### src/hw/rtl/fnsc_pkg.sv
// Shared constants, codes, step table and controller/datapath interface types.
package fnsc_pkg;

	localparam int TRACK_COUNT_DEF = 35;
	localparam int TRACK_BYTES_DEF = 8192;

	// Right shift that turns an elapsed cycle gap into a nibble count.
	localparam int SHIFT_LOG2 = 5;
	// Head position plus elapsed nibbles, wide enough for any 32-bit cycle gap.
	localparam int SUM_W = 28;

	localparam logic [7:0] LATCH_MASK = 8'h7F;

	localparam logic [1:0] FUNC_BUS      = 2'd0;
	localparam logic [1:0] FUNC_LOAD_BYTE = 2'd1;
	localparam logic [1:0] FUNC_SET_LEN  = 2'd2;

	localparam logic [3:0] SW_MOTOR_OFF  = 4'd8;
	localparam logic [3:0] SW_MOTOR_ON   = 4'd9;
	localparam logic [3:0] SW_SEL0       = 4'd10;
	localparam logic [3:0] SW_SEL1       = 4'd11;
	localparam logic [3:0] SW_SHIFT      = 4'd12;
	localparam logic [3:0] SW_READ_MODE  = 4'd14;
	localparam logic [3:0] SW_WRITE_MODE = 4'd15;

	// Head move in quarter-tracks (table value doubled), by last and new phase.
	function automatic logic signed [3:0] step_delta(input logic [1:0] last,
			input logic [1:0] ph);
		logic signed [3:0] d;
		case ({last, ph})
			4'b00_00: d = 4'sd0;
			4'b00_01: d = 4'sd2;
			4'b00_10: d = 4'sd4;
			4'b00_11: d = -4'sd2;
			4'b01_00: d = -4'sd2;
			4'b01_01: d = 4'sd0;
			4'b01_10: d = 4'sd2;
			4'b01_11: d = 4'sd4;
			4'b10_00: d = -4'sd4;
			4'b10_01: d = -4'sd2;
			4'b10_10: d = 4'sd0;
			4'b10_11: d = 4'sd2;
			4'b11_00: d = 4'sd2;
			4'b11_01: d = -4'sd4;
			4'b11_10: d = -4'sd2;
			4'b11_11: d = 4'sd0;
			default:  d = 4'sd0;
		endcase
		return d;
	endfunction

	typedef struct packed {
		logic capture;
		logic apply;
		logic shift_off;
		logic finish;
		logic len_read;
		logic div_start;
		logic div_step;
		logic first_shift;
		logic shift_update;
		logic mem_read;
		logic latch_load;
		logic out_load;
	} cmd_t;

	typedef struct packed {
		logic is_shift;
		logic motor_run;
		logic need_shift;
		logic len_ok;
		logic started;
		logic div_done;
	} stat_t;

endpackage

### src/hw/rtl/fnsc_ctrl.sv
// Controller state machine: sequences decode, length fetch, modulo, byte read and output.
module fnsc_ctrl (
	input  logic           clk,
	input  logic           arst_n,
	input  logic           in_valid,
	output logic           in_stall,
	output logic           out_valid,
	input  logic           out_stall,
	input  fnsc_pkg::stat_t stat,
	output fnsc_pkg::cmd_t  cmd
);

	typedef enum logic [2:0] {
		S_IDLE,
		S_DECODE,
		S_LEN,
		S_DIV,
		S_MRD,
		S_MWAIT,
		S_DONE
	} state_t;

	state_t state_q;
	state_t state_d;
	logic   out_valid_q;

	always_comb begin
		cmd     = '0;
		state_d = state_q;
		case (state_q)
			S_IDLE: begin
				if (in_valid) begin
					cmd.capture = 1'b1;
					state_d     = S_DECODE;
				end
			end
			S_DECODE: begin
				if (!stat.is_shift) begin
					cmd.apply = 1'b1;
					state_d   = S_DONE;
				end else if (!stat.motor_run) begin
					cmd.shift_off = 1'b1;
					state_d       = S_DONE;
				end else if (!stat.need_shift) begin
					cmd.finish = 1'b1;
					state_d    = S_DONE;
				end else begin
					cmd.len_read = 1'b1;
					state_d      = S_LEN;
				end
			end
			S_LEN: begin
				if (!stat.len_ok) begin
					cmd.finish = 1'b1;
					state_d    = S_DONE;
				end else if (stat.started) begin
					cmd.div_start = 1'b1;
					state_d       = S_DIV;
				end else begin
					cmd.first_shift = 1'b1;
					state_d         = S_MRD;
				end
			end
			S_DIV: begin
				if (stat.div_done) begin
					cmd.shift_update = 1'b1;
					state_d          = S_MRD;
				end else begin
					cmd.div_step = 1'b1;
				end
			end
			S_MRD: begin
				cmd.mem_read = 1'b1;
				state_d      = S_MWAIT;
			end
			S_MWAIT: begin
				cmd.latch_load = 1'b1;
				state_d        = S_DONE;
			end
			S_DONE: begin
				if (!out_valid_q || !out_stall) begin
					cmd.out_load = 1'b1;
					state_d      = S_IDLE;
				end
			end
			default: begin
				state_d = S_IDLE;
			end
		endcase
	end

	always_ff @(posedge clk or negedge arst_n) begin
		if (!arst_n) begin
			state_q     <= S_IDLE;
			out_valid_q <= 1'b0;
		end else begin
			state_q <= state_d;
			if (cmd.out_load) begin
				out_valid_q <= 1'b1;
			end else if (!out_stall) begin
				out_valid_q <= 1'b0;
			end
		end
	end

	assign in_stall  = (state_q != S_IDLE);
	assign out_valid = out_valid_q;

endmodule

### config.mk
export PLATFORM = sky130hd
export DESIGN_NAME = fnsc_ctrl
export DESIGN_NICKNAME = d
export VERILOG_FILES = /design/src/hw/rtl/fnsc_pkg.sv /design/src/hw/rtl/fnsc_ctrl.sv
export SDC_FILE = /design/constraint.sdc
export NUM_CORES = 1
export LEC_CHECK = 0
export ABC_AREA = 1
export BUFFER_PORTS_ARGS = -buffer_cell sky130_fd_sc_hd__buf_2
export CORE_AREA = 2 2 39 41
export CTS_BUF_LIST = sky130_fd_sc_hd__clkbuf_8
export DETAILED_ROUTE_END_ITERATION = 7
export DIE_AREA = 0 0 41 43
export PLACE_DENSITY = 0.55
export SLEW_MARGIN = 20
export SYNTH_ARGS = -nofsm -noshare
export SYNTH_HDL_FRONTEND = slang
export SYNTH_SLANG_ARGS = --single-unit
### constraint.sdc
create_clock -name clk -period 1.1 [get_ports clk]
set_input_delay 0.165 -clock clk [delete_from_list [all_inputs] [get_ports clk]]
set_output_delay 0.165 -clock clk [all_outputs]
set_load 0.05 [all_outputs]
==> results.json <==
{
  "root_buffer": "clkbuf_8",
  "avgSynthCellArea_um2": 5.87,
  "worstPathArrival_ns": 1.30,
  "routedWlPerCell_um": 9.92,
  "power.switching_mw": 1.27,
  "clock.fmax_mhz": 682,
  "clkLatencyLatePin_ns": 0.22,
  "fin_ws_ns": -0.366,
  "num_vias": 515,
  "worstSetupPathType": "register to output port",
  "setup-tns-final_ns": -3.98,
  "die_h_um": 43,
  "worst_slew_pin_slew_ns": 0.256,
  "p_leak_nw": 0.440,
  "wl_mm": 1.17,
  "drive_above_1_share": 0.696,
  "ys_ff_latch": 4,
  "worstSetupEndpointType": "output port",
  "hold_ws_ns": 0.256,
  "io_pins": 24,
  "cts_sinks": 4,
  "numPortBuffers": 23,
  "start_util": 0.250,
  "drv_cap": 0,
  "switching_share": 0.506,
  "violations": "setup timing",
  "dp_hpwl_um": 840,
  "min_path_type": "primary input to register",
  "ys_seq_area_frac": 0.289,
  "antenna_found_initial": 0,
  "combPwrFrac": 0.749,
  "die_area_um2": 1760,
  "p_int_mw": 1.24,
  "grt_pass1_vias": 464,
  "p_seq_frac": 0.125,
  "grt_max_degree": 7,
  "status": "finished with violations",
  "worstPathMaxFanout": 5,
  "syn_nets": 69,
  "overflow": 0,
  "rows": 14,
  "netlist_instances": 59,
  "nets": 113,
  "cts_tree": "yes",
  "vias_per_cell": 4.36,
  "pwr_density_cell_nw_per_um2": 2930,
  "clockBufferDepth": 2,
  "drt-pass1-iter-count": 3,
  "netlist-cell-type-count": 13,
  "slew_viol_final": 0,
  "ff_latch_area_um2": 104,
  "setup_violations": 15,
  "multiInputGateArea_um2": 298,
  "layout_min_cycle_time_ns": 1.47,
  "grt_pass1_wl_mm": 1.70,
  "n_antenna_cell": 0,
  "fill_cells": 135,
  "drtIter0Drc": 4,
  "drc_errors": 0,
  "ir_worst_vdd_mv": 1.36,
  "grtUsageTotal": 0.143,
  "cts_made_buffers": 3,
  "slew_headroom": 0.831,
  "timing.final.crit_share": 1.33,
  "final_common_cell": "buf_4",
  "finClkSkew_ns": 0.00637,
  "syn_area_um2": 347,
  "startpoint_type": "register",
  "required_ns": 0.94,
  "hold_violations": 0,
  "yosys_warnings": 0,
  "p_clk_frac": 0.125,
  "die_w_um": 41,
  "gp_congestion": 0.777,
  "core_um2": 1380,
  "htreeDepth": 1,
  "final_cell_mix": "buf_4, nand2_1, buf_2",
  "area_growth_pct": 147,
  "antenna_left": 0,
  "grt_setup_unrepaired": "yes",
  "clk_pin_slew_ns": 0.03
}
## cell type report
class | instances | share of cell area
clock buffers | 3 | 0.0482
well taps | 16 | 0.0234
multi-input cells | 41 | 0.348
repair buffers | 39 | 0.382
flip-flops and latches | 4 | 0.121
inverters | 14 | 0.0731
clock inverters | 1 | 0.00439
## path summary, 6_finish.rpt
| check | to | start | depth (start not counted) | slack [ns] |
|---|---|---|---|---|
| max | cmd[8] | state_q[0]$_DFFE_PN0P_ | 5 | -0.37 |
| min | state_q[1]$_DFFE_PN0P_ | stat[1] | 3 | 0.26 |
| max reg2reg | state_q[2]$_DFFE_PN0P_ | state_q[1]$_DFFE_PN0P_ | 8 | -0.10 |
| min reg2reg | out_valid$_DFFE_PN0P_ | out_valid$_DFFE_PN0P_ | 3 | 0.63 |
| max in group asynchronous | out_valid$_DFFE_PN0P_ | arst_n | 2 | 0.68 |
| min in group asynchronous | state_q[1]$_DFFE_PN0P_ | arst_n | 2 | 0.28 |
## power groups by stage
stage,registers (mW),clock network (mW),logic (mW)
final,0.314,0.313,1.88
after global routing,0.327,0.335,2.01
after CTS,0.315,0.328,1.64
after detailed placement,0.318,0,1.43
after global placement,0.311,0,1.43
after floorplan,0.364,0,0.930
## flip-flops by register name, summed over array words and instances, names as in the netlist
signal,cells
state_q,3
out_valid,1
## routing by layer
layer	GRT usage	routed length, um	vias up
li1	-	-	268
met1	0.179	465	238
met2	0.216	679	9
met3	0	26	0
met4	0.120	0	0
met5	0	0	-
## kinds of logic (layout without fill, tap and decap cells)
kind of cell,count (synthesis),after routing,share of synthesized area
AOI/OAI and AO/OA,4,4,0.0614
buffers and inverters,14,57,0.152
DFF,4,4,0.289
and+or+nand+nor,37,37,0.498
## worst max-delay path: stages (launching register included)
cell	delay (ns)
dfrtp_2	0.40
inv_2	0.07
nor2_4	0.16
nand4_1	0.15
o22ai_4	0.13
buf_6	0.18
## timing repair
item | in CTS | in global routing
gates cloned | 0 | 0
pin swaps | 2 | 4
hold buffers | 1 | 0
setup endpoints to repair | 15 | 16
resized for setup | 28 | 10
buffers inserted | 1 | 3
hold endpoints to repair | 4 | 0
## synthesized netlist by cell type (all sizes together)
library cell | count | share of area
o22ai | 1 | 0.018
nor2 | 12 | 0.15
nand4 | 2 | 0.036
nor3 | 2 | 0.029
inv | 14 | 0.15
nand3 | 4 | 0.058
nor3b | 1 | 0.036
o21ai | 3 | 0.043
dfrtp | 4 | 0.29
nand2 | 16 | 0.19
## stage by stage
step	instance area (um2)	util	setup WS (ns)	std cells	power, mW
3_5_place_dp	647	0.467	-0.237	109	1.75
2_1_floorplan	429	-	-0.248	59	1.29
6_report	856	0.618	-0.366	118	2.50
5_1_grt	856	0.618	-0.439	118	2.67
4_1_cts	796	0.575	-0.383	115	2.29
3_3_place_gp	647	0.467	-0.202	109	1.74
No activity file was read; power rests on OpenSTA's default activity.
